### config.mk
export PLATFORM = sky130hd
export DESIGN_NAME = five_point_derivative_stream
export DESIGN_NICKNAME = d
export VERILOG_FILES = /design/src/fpd_pkg.sv /design/src/five_point_derivative_stream.sv /design/src/fpd_cell.sv /design/src/fpd_scale.sv
export SDC_FILE = /design/constraint.sdc
export NUM_CORES = 2
export LEC_CHECK = 0
export BUFFER_PORTS_ARGS = -buffer_cell sky130_fd_sc_hd__buf_2
export CAP_MARGIN = 20
export CORE_UTILIZATION = 50
export DETAILED_ROUTE_END_ITERATION = 8
export PLACE_DENSITY = 0.68
export SYNTH_ARGS = -nofsm -noshare
export SYNTH_HDL_FRONTEND = slang
export SYNTH_SLANG_ARGS = --single-unit
### constraint.sdc
create_clock -name clk -period 15.1 [get_ports clk]
set_input_delay 0.755 -clock clk [delete_from_list [all_inputs] [get_ports clk]]
set_output_delay 0.755 -clock clk [all_outputs]
set_load 0.1 [all_outputs]
### src/fpd_pkg.sv
package fpd_pkg;

  // Fixed field widths
  localparam int SAMPLE_WIDTH   = 32;
  localparam int MAX_RUN_LENGTH = 65536;
  localparam int RECIP_W        = 32;
  localparam int FRAC_W         = 16;
  localparam int IDX_W          = 16;
  localparam int HIST_DEPTH     = 4;

  // Stencil sum needs five bits of headroom: |8*(a-b) + (c-d)| < 9 * 2^W
  localparam int SUM_W = SAMPLE_WIDTH + 5;

  // Configuration port
  localparam int CFG_IDX_W  = 1;
  localparam int CFG_DATA_W = 32;
  localparam logic [CFG_IDX_W-1:0] REG_RECIP_TWO    = 1'd0;
  localparam logic [CFG_IDX_W-1:0] REG_RECIP_TWELVE = 1'd1;

  localparam logic [RECIP_W-1:0] RECIP_TWO_RST    = 32'd65536;
  localparam logic [RECIP_W-1:0] RECIP_TWELVE_RST = 32'd10923;

  // Which reciprocal a result is scaled by
  typedef enum logic {
    COEF_TWO,
    COEF_TWELVE
  } coef_sel_t;

  typedef struct packed {
    logic signed [SAMPLE_WIDTH-1:0] sample;
    logic                           last_sample;
  } in_item_t;

  typedef struct packed {
    logic signed [SAMPLE_WIDTH-1:0] derivative;
    logic [IDX_W-1:0]               point_index;
    logic                           end_of_run;
    logic                           short_run;
  } out_item_t;

  // One pending result: unscaled difference plus its tags
  typedef struct packed {
    logic signed [SUM_W-1:0] num;
    coef_sel_t               sel;
    logic [IDX_W-1:0]        point_index;
    logic                    end_of_run;
    logic                    short_run;
  } job_t;

endpackage

### src/five_point_derivative_stream.sv
// Streaming first derivative of a sampled function, signed Q16.16.
// Input channel (in_valid / in_stall / in_item): one sample per item; the
// item with last_sample set closes the run. Result channel (out_valid /
// out_stall / out_item): derivatives in point order with their point index.
// Configuration: cfg_we writes cfg_wdata into register cfg_index
// (0: 1/(2h), 1: 1/(12h)); write only while the block is idle.
// Throughput: one sample per cycle while the input is not stalled. The
// closing sample of a run of two or more points holds the input while its
// flushed results (one for a run of two samples, two otherwise) issue one per
// cycle into the shared scaler as it accepts them.
// Path: a result passes from the item that issues it through the issue
// register, the partial-product register and the output register. In
// samples, results trail the input by two points.
// Stall: a stalled result holds in the output register; the scaler stages
// and issue register keep filling, and the input stalls once the issue
// register cannot drain.
// Reset (synchronous, rst_n low): reciprocals return to 1.0 and 1/6,
// the point count clears, all pipeline stages empty.
module five_point_derivative_stream #(
  parameter int MAX_RUN_LENGTH = fpd_pkg::MAX_RUN_LENGTH
) (
  input  logic                              clk,
  input  logic                              rst_n,
  input  logic                              in_valid,
  output logic                              in_stall,
  input  fpd_pkg::in_item_t                 in_item,
  output logic                              out_valid,
  input  logic                              out_stall,
  output fpd_pkg::out_item_t                out_item,
  input  logic                              cfg_we,
  input  logic [fpd_pkg::CFG_IDX_W-1:0]     cfg_index,
  input  logic [fpd_pkg::CFG_DATA_W-1:0]    cfg_wdata
);

  localparam int W     = fpd_pkg::SAMPLE_WIDTH;
  localparam int SUM_W = fpd_pkg::SUM_W;
  localparam int IDX_W = fpd_pkg::IDX_W;
  localparam int DEPTH = fpd_pkg::HIST_DEPTH;
  localparam int CNT_W = (MAX_RUN_LENGTH > 1) ? $clog2(MAX_RUN_LENGTH) : 1;
  localparam logic [CNT_W-1:0] CNT_MAX = CNT_W'(MAX_RUN_LENGTH - 1);

  // Configuration registers
  logic [fpd_pkg::RECIP_W-1:0] recip_two_r, recip_two_nxt;
  logic [fpd_pkg::RECIP_W-1:0] recip_twelve_r, recip_twelve_nxt;

  // Run state and issue stage
  logic [CNT_W-1:0]  cnt_r, cnt_nxt;
  logic [1:0]        pend_r, pend_nxt;
  fpd_pkg::job_t     q1_r, q1_nxt, q2_r, q2_nxt;
  logic              a_v_r, a_v_nxt;
  fpd_pkg::job_t     a_job_r, a_job_nxt;

  logic                    busy, rdy_a, accept, shift_en, has_job, is_last;
  logic                    job_ready;
  logic [31:0]             k32;
  logic signed [W-1:0]     hist [DEPTH];
  logic signed [SUM_W-1:0] xx, h0x, h1x, h2x, h3x, stencil, cen_lag, cen_end;
  fpd_pkg::job_t           lag_job, job0, job1, job2;
  logic [1:0]              job_cnt;

  // Configuration writes
  always_comb begin
    recip_two_nxt    = recip_two_r;
    recip_twelve_nxt = recip_twelve_r;
    if (cfg_we) begin
      case (cfg_index)
        fpd_pkg::REG_RECIP_TWO:    recip_two_nxt    = cfg_wdata;
        fpd_pkg::REG_RECIP_TWELVE: recip_twelve_nxt = cfg_wdata;
        default: ;
      endcase
    end
  end

  // Handshake
  assign busy     = (pend_r != 2'd0);
  assign rdy_a    = !a_v_r || job_ready;
  assign in_stall = busy || !rdy_a;
  assign accept   = in_valid && !in_stall;
  assign is_last  = in_item.last_sample;
  assign shift_en = accept && !is_last;

  // Delay line: four chained cells, newest in cell 0
  for (genvar i = 0; i < DEPTH; i++) begin : g_hist
    if (i == 0) begin : g_head
      fpd_cell #(.DATA_W(W)) u_cell (
        .clk      (clk),
        .shift_en (shift_en),
        .d_in     (in_item.sample),
        .d_out    (hist[i])
      );
    end else begin : g_tail
      fpd_cell #(.DATA_W(W)) u_cell (
        .clk      (clk),
        .shift_en (shift_en),
        .d_in     (hist[i-1]),
        .d_out    (hist[i])
      );
    end
  end

  // Differences over the delay line and the incoming sample
  always_comb begin
    k32     = 32'(cnt_r);
    xx      = SUM_W'(in_item.sample);
    h0x     = SUM_W'(hist[0]);
    h1x     = SUM_W'(hist[1]);
    h2x     = SUM_W'(hist[2]);
    h3x     = SUM_W'(hist[3]);
    stencil = ((h0x - h2x) <<< 3) + (h3x - xx);
    cen_lag = h0x - h2x;
    cen_end = xx - h1x;
  end

  // Result for the point two behind the incoming sample
  always_comb begin
    lag_job.sel         = fpd_pkg::COEF_TWELVE;
    lag_job.num         = stencil;
    lag_job.point_index = IDX_W'(k32 - 32'd2);
    lag_job.end_of_run  = 1'b0;
    lag_job.short_run   = 1'b0;
    if (k32 == 32'd2) begin
      lag_job.num = '0;
    end else if (k32 == 32'd3) begin
      lag_job.num = cen_lag;
      lag_job.sel = fpd_pkg::COEF_TWO;
    end
  end

  // Results issued by this item: first one now, the rest queued
  always_comb begin
    job0    = lag_job;
    job1    = '{num: '0, sel: fpd_pkg::COEF_TWO, point_index: '0,
                end_of_run: 1'b0, short_run: 1'b0};
    job2    = job1;
    job_cnt = 2'd0;
    has_job = (k32 >= 32'd2);
    if (is_last) begin
      has_job = 1'b1;
      if (k32 == 32'd0) begin
        // lone sample
        job0.num        = '0;
        job0.point_index = '0;
        job0.end_of_run = 1'b1;
      end else if (k32 == 32'd1) begin
        // two-sample run: both ends are zero and flagged
        job0.num         = '0;
        job0.point_index = '0;
        job0.short_run   = 1'b1;
        job1.point_index = IDX_W'(1);
        job1.end_of_run  = 1'b1;
        job1.short_run   = 1'b1;
        job_cnt          = 2'd1;
      end else begin
        job1.num         = cen_end;
        job1.point_index = IDX_W'(k32 - 32'd1);
        job2.point_index = IDX_W'(k32);
        job2.end_of_run  = 1'b1;
        job_cnt          = 2'd2;
      end
    end
  end

  // Issue register, flush queue and point count
  always_comb begin
    a_v_nxt   = a_v_r;
    a_job_nxt = a_job_r;
    pend_nxt  = pend_r;
    q1_nxt    = q1_r;
    q2_nxt    = q2_r;
    cnt_nxt   = cnt_r;
    if (rdy_a) begin
      a_v_nxt = 1'b0;
      if (accept && has_job) begin
        a_v_nxt   = 1'b1;
        a_job_nxt = job0;
      end else if (busy) begin
        a_v_nxt   = 1'b1;
        a_job_nxt = q1_r;
        q1_nxt    = q2_r;
        pend_nxt  = pend_r - 2'd1;
      end
    end
    if (accept) begin
      if (is_last) begin
        cnt_nxt  = '0;
        pend_nxt = job_cnt;
        q1_nxt   = job1;
        q2_nxt   = job2;
      end else if (cnt_r != CNT_MAX) begin
        cnt_nxt = cnt_r + 1'b1;
      end
    end
  end

  // Control registers
  always_ff @(posedge clk) begin
    if (!rst_n) begin
      recip_two_r    <= fpd_pkg::RECIP_TWO_RST;
      recip_twelve_r <= fpd_pkg::RECIP_TWELVE_RST;
      cnt_r          <= '0;
      pend_r         <= 2'd0;
      a_v_r          <= 1'b0;
    end else begin
      recip_two_r    <= recip_two_nxt;
      recip_twelve_r <= recip_twelve_nxt;
      cnt_r          <= cnt_nxt;
      pend_r         <= pend_nxt;
      a_v_r          <= a_v_nxt;
    end
  end

  // Payload registers
  always_ff @(posedge clk) begin
    a_job_r <= a_job_nxt;
    q1_r    <= q1_nxt;
    q2_r    <= q2_nxt;
  end

  // Shared multiply and saturate pipeline
  fpd_scale u_scale (
    .clk          (clk),
    .rst_n        (rst_n),
    .job_valid    (a_v_r),
    .job          (a_job_r),
    .job_ready    (job_ready),
    .recip_two    (recip_two_r),
    .recip_twelve (recip_twelve_r),
    .out_valid    (out_valid),
    .out_item     (out_item),
    .out_stall    (out_stall)
  );

endmodule

### src/fpd_cell.sv
// One tap of the sample delay line; passes its value to the next tap on shift.
module fpd_cell #(
  parameter int DATA_W = fpd_pkg::SAMPLE_WIDTH
) (
  input  logic                     clk,
  input  logic                     shift_en,
  input  logic signed [DATA_W-1:0] d_in,
  output logic signed [DATA_W-1:0] d_out
);

  logic signed [DATA_W-1:0] d_r;
  logic signed [DATA_W-1:0] d_nxt;

  always_comb begin
    d_nxt = d_r;
    if (shift_en) begin
      d_nxt = d_in;
    end
  end

  always_ff @(posedge clk) begin
    d_r <= d_nxt;
  end

  assign d_out = d_r;

endmodule

### src/fpd_scale.sv
// Two-stage scaler: split multiply by the selected reciprocal, then
// recombine, floor-shift by the fraction width and saturate.
module fpd_scale (
  input  logic                         clk,
  input  logic                         rst_n,
  input  logic                         job_valid,
  input  fpd_pkg::job_t                job,
  output logic                         job_ready,
  input  logic [fpd_pkg::RECIP_W-1:0]  recip_two,
  input  logic [fpd_pkg::RECIP_W-1:0]  recip_twelve,
  output logic                         out_valid,
  output fpd_pkg::out_item_t           out_item,
  input  logic                         out_stall
);

  localparam int W      = fpd_pkg::SAMPLE_WIDTH;
  localparam int SUM_W  = fpd_pkg::SUM_W;
  localparam int RW     = fpd_pkg::RECIP_W;
  localparam int LO_W   = SUM_W / 2;
  localparam int HI_W   = SUM_W - LO_W;
  localparam int PLO_W  = LO_W + RW;
  localparam int PHI_W  = HI_W + RW + 1;
  localparam int PROD_W = SUM_W + RW + 1;

  localparam logic signed [PROD_W-1:0] SAT_MAX = {{(PROD_W-W+1){1'b0}}, {(W-1){1'b1}}};
  localparam logic signed [PROD_W-1:0] SAT_MIN = {{(PROD_W-W+1){1'b1}}, {(W-1){1'b0}}};

  // Stage B: partial products
  logic                          b_v_r, b_v_nxt;
  logic [PLO_W-1:0]              p_lo_r, p_lo_nxt;
  logic signed [PHI_W-1:0]       p_hi_r, p_hi_nxt;
  logic [fpd_pkg::IDX_W-1:0]     b_idx_r, b_idx_nxt;
  logic                          b_end_r, b_end_nxt;
  logic                          b_short_r, b_short_nxt;

  // Stage C: output register
  logic                          o_v_r, o_v_nxt;
  fpd_pkg::out_item_t            o_item_r, o_item_nxt;

  logic                          rdy_b, rdy_c;
  logic [RW-1:0]                 recip;
  logic [LO_W-1:0]               lo_part;
  logic signed [HI_W-1:0]        hi_part;
  logic signed [PROD_W-1:0]      hi_ext, lo_ext, full, shifted;
  logic signed [W-1:0]           sat_val;

  // Stage readiness, back to front
  assign rdy_c     = !o_v_r || !out_stall;
  assign rdy_b     = !b_v_r || rdy_c;
  assign job_ready = rdy_b;

  // Stage B datapath
  always_comb begin
    recip   = (job.sel == fpd_pkg::COEF_TWO) ? recip_two : recip_twelve;
    lo_part = job.num[LO_W-1:0];
    hi_part = job.num[SUM_W-1:LO_W];
  end

  always_comb begin
    b_v_nxt     = b_v_r;
    p_lo_nxt    = p_lo_r;
    p_hi_nxt    = p_hi_r;
    b_idx_nxt   = b_idx_r;
    b_end_nxt   = b_end_r;
    b_short_nxt = b_short_r;
    if (rdy_b) begin
      b_v_nxt = job_valid;
      if (job_valid) begin
        p_lo_nxt    = lo_part * recip;
        p_hi_nxt    = hi_part * $signed({1'b0, recip});
        b_idx_nxt   = job.point_index;
        b_end_nxt   = job.end_of_run;
        b_short_nxt = job.short_run;
      end
    end
  end

  // Stage C datapath: recombine, floor shift, saturate
  always_comb begin
    hi_ext  = PROD_W'(p_hi_r);
    lo_ext  = $signed(PROD_W'(p_lo_r));
    full    = (hi_ext <<< LO_W) + lo_ext;
    shifted = full >>> fpd_pkg::FRAC_W;
    if (shifted > SAT_MAX) begin
      sat_val = SAT_MAX[W-1:0];
    end else if (shifted < SAT_MIN) begin
      sat_val = SAT_MIN[W-1:0];
    end else begin
      sat_val = shifted[W-1:0];
    end
  end

  always_comb begin
    o_v_nxt    = o_v_r;
    o_item_nxt = o_item_r;
    if (rdy_c) begin
      o_v_nxt = b_v_r;
      if (b_v_r) begin
        o_item_nxt.derivative  = sat_val;
        o_item_nxt.point_index = b_idx_r;
        o_item_nxt.end_of_run  = b_end_r;
        o_item_nxt.short_run   = b_short_r;
      end
    end
  end

  // Control registers
  always_ff @(posedge clk) begin
    if (!rst_n) begin
      b_v_r <= 1'b0;
      o_v_r <= 1'b0;
    end else begin
      b_v_r <= b_v_nxt;
      o_v_r <= o_v_nxt;
    end
  end

  // Payload registers
  always_ff @(posedge clk) begin
    p_lo_r    <= p_lo_nxt;
    p_hi_r    <= p_hi_nxt;
    b_idx_r   <= b_idx_nxt;
    b_end_r   <= b_end_nxt;
    b_short_r <= b_short_nxt;
    o_item_r  <= o_item_nxt;
  end

  assign out_valid = o_v_r;
  assign out_item  = o_item_r;

endmodule

== After elaboration in Yosys (flattened, before gate mapping) ==
Index checks and enable logic that the tools add are counted.
Cells by class
  $add $sub $neg: 9
  $mul: 2
  $lt $le $gt $ge: 3
  eq/ne operators: 4
  multiplexer cells: 39
  bitwise logic cells: 1
  reduce and logical (&&, ||, !) cells: 26
Operators with widths (number)
  two-way mux 56 bit: 7
  two-way mux 37 bit: 6
  subtractor 32 x 32 -> 33 bit: 3
  two-way mux 16 bit: 5
  adder 70 x 51 -> 70 bit: 1
  two-way mux 32 bit: 2
  greater-than comparator 54 x 32 -> 1 bit (second input constant): 1
  < comparator 54 x 32 -> 1 bit (second input constant): 1
  multiplier 19 x 33 -> 52 bit: 1
  multiplier 18 x 32 -> 50 bit: 1
  two-way mux 38 bit: 1
  adder 36 x 33 -> 37 bit: 1
  two-way mux 18 bit: 2
  == test 16 x 2 -> 1 bit (second input constant): 2
  zero test 32 bit: 1
  adder 16 x 1 -> 16 bit (second input constant): 1
  == test 16 x 1 -> 1 bit (second input constant): 1
  >= comparator 16 x 2 -> 1 bit (second input constant): 1
  two-way mux 2 bit: 8
  inequality test 16 bit (second input constant): 1
  subtractor 16 x 1 -> 16 bit (second input constant): 1
  subtractor 16 x 2 -> 16 bit (second input constant): 1
  AND reduction 2 bit: 7
  two-way mux 1 bit: 8
  other kinds (7): 20
Word-level totals
  flip-flop bits (word level): 512
  bits of input ports: 71
  output and inout port bits: 52
  logic and storage cells: 116

== Depth between registers and ports, before layout ==
  depth after elaboration: 13
  depth in mapped cells: 30
  depth with buffers taken out: 27

== By module ==
From an unflattened synthesis, not the netlist that was laid out.
Unflattened totals
  cell total of the unflattened synthesis: 6666
  area total of the unflattened synthesis: 63049.2 µm²
Modules (own cells, without submodules)
  fpd_scale: instances 1, cells each 4760, area each 44461.4 µm², seq. area each 4664.5 µm²
  five_point_derivative_stream: instances 1, cells each 1778, area each 14744.1 µm², seq. area each 4974.8 µm²
  fpd_cell: instances 4, cells each 32, area each 960.9 µm², seq. area each 960.9 µm²

== Least setup slack after synthesis ==
No wires, ideal clock.
  path type: reg2reg
  start: register a_job_r[18] (netlist name)
  end: register u_scale.p_hi_r[51], data pin
  setup time: 259 ps
  arrival time: 7595 ps
  required time: 14841 ps
  path slack: 7245 ps
  cell stages (with the launch flop): 29
  buffers on the path: 3
  cells stage by stage: edfxtp_1 -> clkbuf_1 -> clkbuf_1 -> mux2_2 -> clkbuf_1 -> and2_1 -> fa_1 -> fa_1 -> inv_1 -> fa_1 -> inv_1 -> fa_1 -> inv_1 -> fa_1 -> inv_1 -> fa_1 -> ha_1 -> ha_1 -> o21a_1 -> or2_2 -> a311oi_1 -> o311a_1 -> o41ai_2 -> a221oi_1 -> o21ai_1 -> a21oi_1 -> o21ai_0 -> a21oi_1 -> xnor2_1
On the way
  word-level cells in the longest chain between the ends: 2
Ends and longest elaborated chain
  start, declared: line five_point_derivative_stream.sv:51  | fpd_pkg::job_t a_job_r, a_job_nxt;
  start signal, assigned: line five_point_derivative_stream.sv:214  | a_job_r <= a_job_nxt;
  two-way mux 32 bit: line fpd_scale.sv:54  | recip = (job.sel == fpd_pkg::COEF_TWO) ? recip_two : recip_twelve;
  multiplier 19 x 33 -> 52 bit: line fpd_scale.sv:70  | p_hi_nxt = hi_part * $signed({1'b0, recip});
  end signal, assigned: line fpd_scale.sv:121  | p_hi_r <= p_hi_nxt;
  end, declared: line fpd_scale.sv:31  | logic signed [PHI_W-1:0] p_hi_r, p_hi_nxt;
Every way passes these cells.
A chain may end at the register's enable or synchronous reset.

== Worst setup path after layout ==
  start: register a_job_r[18] (netlist name)
  end: register u_scale.p_hi_r[46], data pin
The elaborated chain is that of the path after synthesis.

==> results <==
- The core region is 0.124 mm².
- The area growth from synthesis to layout is 6.65%.
- Summed over all layers, the global routing overflow is 0.
- The register clock-pin slew on the reported worst setup and hold paths is 0.06 ns.
- At the later pin of the worst-skew pair, clock insertion delay measures 0.66 ns.
- fa_1 takes more of the synthesized area than any other cell.
- In this run the critical register-to-register path is launched from a_job_r[18].
- On the worst path, the slowest cell contributes a delay of 0.90 ns.
- The switching portion of total power is 0.478.
- The wire length after detailed routing is 161000 µm.
- The CTS sink count is 496.
- Across the VDD grid, the largest voltage drop is 0.216 mV.
- In this run the post-CTS setup repair buffer count came out at 0.
- Measured in cells, the most critical reg-to-reg path has a length of 24.
- The final total negative setup slack is 0 ns.
- The filler cell count is 11031.
- The max-cap check violation count is 0.
- Of the synthesized area, sequential elements account for 0.215.
- The number of antenna violations at the first check in global routing was 13.
- The fraction of power consumed by combinational cells is 0.693.
- The cell leakage power is 31.2 nW.
- Together, buffers and inverters on the worst path number 3.
- Measured against its own limit, the worst slew margin works out to 0.306.
- The clock root buffer master is clkbuf_16.
- Setup repair after global routing left no endpoint under its margin.
- The placed standard-cell area is 0.0648 mm².
- Counting flops and latches in the post-synthesis netlist gives 496.
- The initial standard-cell utilization of the core is 0.505.
- In the final layout, the share of cells above drive strength 1 is 0.0583.
- Measured along the y axis, the die boundary spans 356 µm.
- The weighted congestion at the end of routability-driven global placement is 0.911.
- Of the total power, registers draw 0.176.
- The number of pins exceeding their max-slew limit in the final report came to 0.
- The worst min-delay path class is input pin to flip-flop.
- Counting instances in the post-synthesis netlist gives the leading cell types as 1186 x inv_1, 1024 x fa_1, 1008 x nand2_1.
- The CTS tree is done.
- The final critical delay including setup and external delays is 8.76 ns.
- After legalization and detailed placement, the total HPWL measured 121000 µm.
- The power per cell area is 168 mW/mm².
- The internal portion of the total power is 5.86 mW.
- No sink is reached through more buffers than the 3 on the longest clock path.
- Of all flip-flops after synthesis, the portion carrying an async set or reset was 0.
- The design draws 11.2 mW.
- The element type at the critical path end is a flip-flop.
- Input and output buffers added on the ports amount to 122.
- The logic depth of the worst setup path including buffers is 24.
- Clock skew on the completed layout was measured at 0.0313 ns.
- Setup violations remaining at the end of the flow were counted as 0.
- After routing the design area is 0.0668 mm².
- The post-route clock period utilization is 0.580.
- The number of design rule violations left after detail routing is 28.
- TritonCTS created 57 clock buffers.
- The critical path in this run is classified as flip-flop to flip-flop.
- The via count normalized by instance count is 5.52.
- Along the worst hold path, the cell count comes to 1.
- The flow ran to the end, but the final reports show violations.
- The detailed-route via count is 45415.
- The number of nets with antenna violations after routing is 0.
- The actual transition at the worst max-transition pin is 1.04 ns.
- The most critical setup path has its startpoint at a_job_r[18].
- After clock tree synthesis, the repair step resized 0 gates.
- STA puts the critical path data required time at 15.61 ns.
- In this run the number of H-tree levels came out at 2.
- The final reports fail on DRC.
- The maximum operating frequency is 114 MHz.
- For this run, the detailed router's first-pass iteration total came to 7.
- STA classifies the critical path startpoint as a flip-flop.
- The highest net fanout along the worst path is 37.
- The total of hold buffers inserted after clock tree synthesis is 0.
- The number of nets in the final layout is 8086.
- The total count of hold-check failures in the final report is 0.
- At the worst endpoint, the arrival time is 9.27 ns.
- The I/O pin count is 123.
- The number of synthesized flops with an enable pin is 355.
- Row generation in the floorplan step produced 129 rows.
- The die is 356 µm wide.
- The clock network fraction of total power is 0.130.
- Among all flip-flop cells after synthesis, the most frequent one is edfxtp_1.
- After detailed routing, the average wire length per cell comes to 19.6 µm.
- The via count of the first global-routing pass came to 47143.
- In this design, the critical path's most frequently occurring cell is fa_1.
- The detailed router's first-iteration violation count is 3243.
- Counting every instance in the synthesized netlist gives 6590.
- Summing every instance area after synthesis gives 0.0626 mm².
- The most frequent cell after synthesis is inv_1.
- The combined global-route utilization of all metal layers is 0.260.
- In this run the most critical hold path is launched from in_item[10].
- The slowest stage of the critical path belongs to the cell mux2_2.
- Traced cell by cell, the critical path runs through buf_4 -> mux2_2 -> and2_1 -> fa_1 -> fa_1 -> inv_1 -> fa_1 -> inv_1 -> fa_1 -> fa_1 -> fa_1 -> ha_1 -> ha_1 -> a211oi_1 -> nor2_1 -> a221oi_1 -> a21oi_1 -> o311a_1 -> o21ai_0 -> o21ai_0 -> a21oi_1 -> o21ai_0 -> or4b_2 -> nand3_1.
- The count of different cell masters after synthesis is 83.
- Summed over all nets, the switching power comes to 5.36 mW.
- Of the post-synthesis cell area, the dominant cell type holds 0.327.
- The first global-routing pass estimated 258000 µm of wire.
- On the critical path the largest part of the delay comes from adder cells.
- The pin count of the biggest net entering global routing is 73.
- The post-synthesis net count is 8135.
- The die covers 0.127 mm².
- The mean post-synth cell area is 9.50 µm².
- After synthesis, the cell types taking the most area are fa_1 33%, edfxtp_1 17%, ha_1 9.0%.
- The Yosys warning count is 0.
placed cells by master (no fill, tap or decap), types with 61 or more instances in the layout:
cell,Yosys,layout
inv_1,1186,1186
fa_1,1024,1024
nand2_1,1008,1007
and2_1,499,498
ha_1,450,450
edfxtp_1,355,355
o21ai_0,218,218
a21oi_1,213,213
nor2_1,175,173
dfxtp_1,141,141
xnor2_1,129,129
buf_2,4,122
xor2_1,95,95
a21o_1,90,90
buf_4,0,88
nand3_1,64,64
a21boi_0,64,63
clkbuf_16,0,61
final timing paths:
path / slack, ns / endpoint
worst max register to register: 6.34 / u_scale.p_hi_r[46]
worst min-delay path: 0.31 / g_hist[0].g_head.u_cell.d_out[9]
worst min register to register: 0.41 / u_scale.b_idx_r[12]
worst max-delay path: 6.34 / u_scale.p_hi_r[46]
worst reg2reg max path: cells and delay by family, from the launching register on:
family,cells,cell delay (ns)
fa+ha+maj,8,3.48
compound gates,8,2.17
simple gates,4,1.21
mux,1,0.91
buf+inv,3,0.52
flops,1,0.33
cell families after synthesis:
family	synth area share
compound gates	0.0846
xor+xnor	0.0313
fa+ha+maj	0.417
buf+inv	0.0909
flops	0.215
mux	0.00897
simple gates	0.152
routing by layer:
| metal | up-vias | wire, µm | global-route usage |
|---|---|---|---|
| li1 | 20527 | - | - |
| met1 | 22929 | 66600 | 0.341 |
| met2 | 1630 | 77500 | 0.438 |
| met3 | 321 | 11700 | 0.0381 |
| met4 | 8 | 5600 | 0.0891 |
| met5 | - | 61 | 0 |
power groups by stage:
stage               clock [mW]  sequential (mW)  combinational, mW
finish                    1.46             1.98               7.78
global placement             0             2.01               7.50
CTS                       1.49             1.98               7.72
floorplan                    0             2.03               5.45
global route              1.54             2.00               8.70
detailed placement           0             2.01               7.67
sequential cells by signal, summed over array words and instances (netlist names), 17 cells and up:
| signal | count |
|---|---|
| g_hist.g_tail.u_cell.d_out | 96 |
| a_job_r | 56 |
| q1_r | 56 |
| u_scale.p_hi_r | 52 |
| u_scale.out_item | 50 |
| u_scale.p_lo_r | 34 |
| g_hist.g_head.u_cell.d_out | 32 |
| recip_twelve_r | 32 |
| recip_two_r | 32 |
| q2_r | 17 |
per-stage QoR:
| step | instances | utilization | hold WS (ns) | setup WS, ns |
|---|---|---|---|---|
| finish | 8230 | 0.539 | 0.314 | 6.34 |
| global route | 8229 | 0.539 | 0.285 | 5.97 |
| CTS | 8225 | 0.539 | 0.275 | 6.33 |
| detailed placement | 8117 | 0.522 | 0.405 | 6.35 |
| global placement | 8117 | 0.522 | 0.402 | 6.58 |
| floorplan | 6590 | - | 0.400 | 7.25 |
final cells by class:
cell class / count / area (µm²) / area share
sequential: 496 / 13500 / 0.202
clock inverter: 36 / 402 / 0.00601
antenna: 3 / 7.51 / 0.000112
clock buffer: 72 / 1600 / 0.0239
tap: 1637 / 2050 / 0.0307
inverter: 1187 / 4460 / 0.0667
timing repair buffer: 212 / 1300 / 0.0195
multi-input combinational: 4587 / 43500 / 0.651
Note: power is estimated with default switching activity, not from simulation.
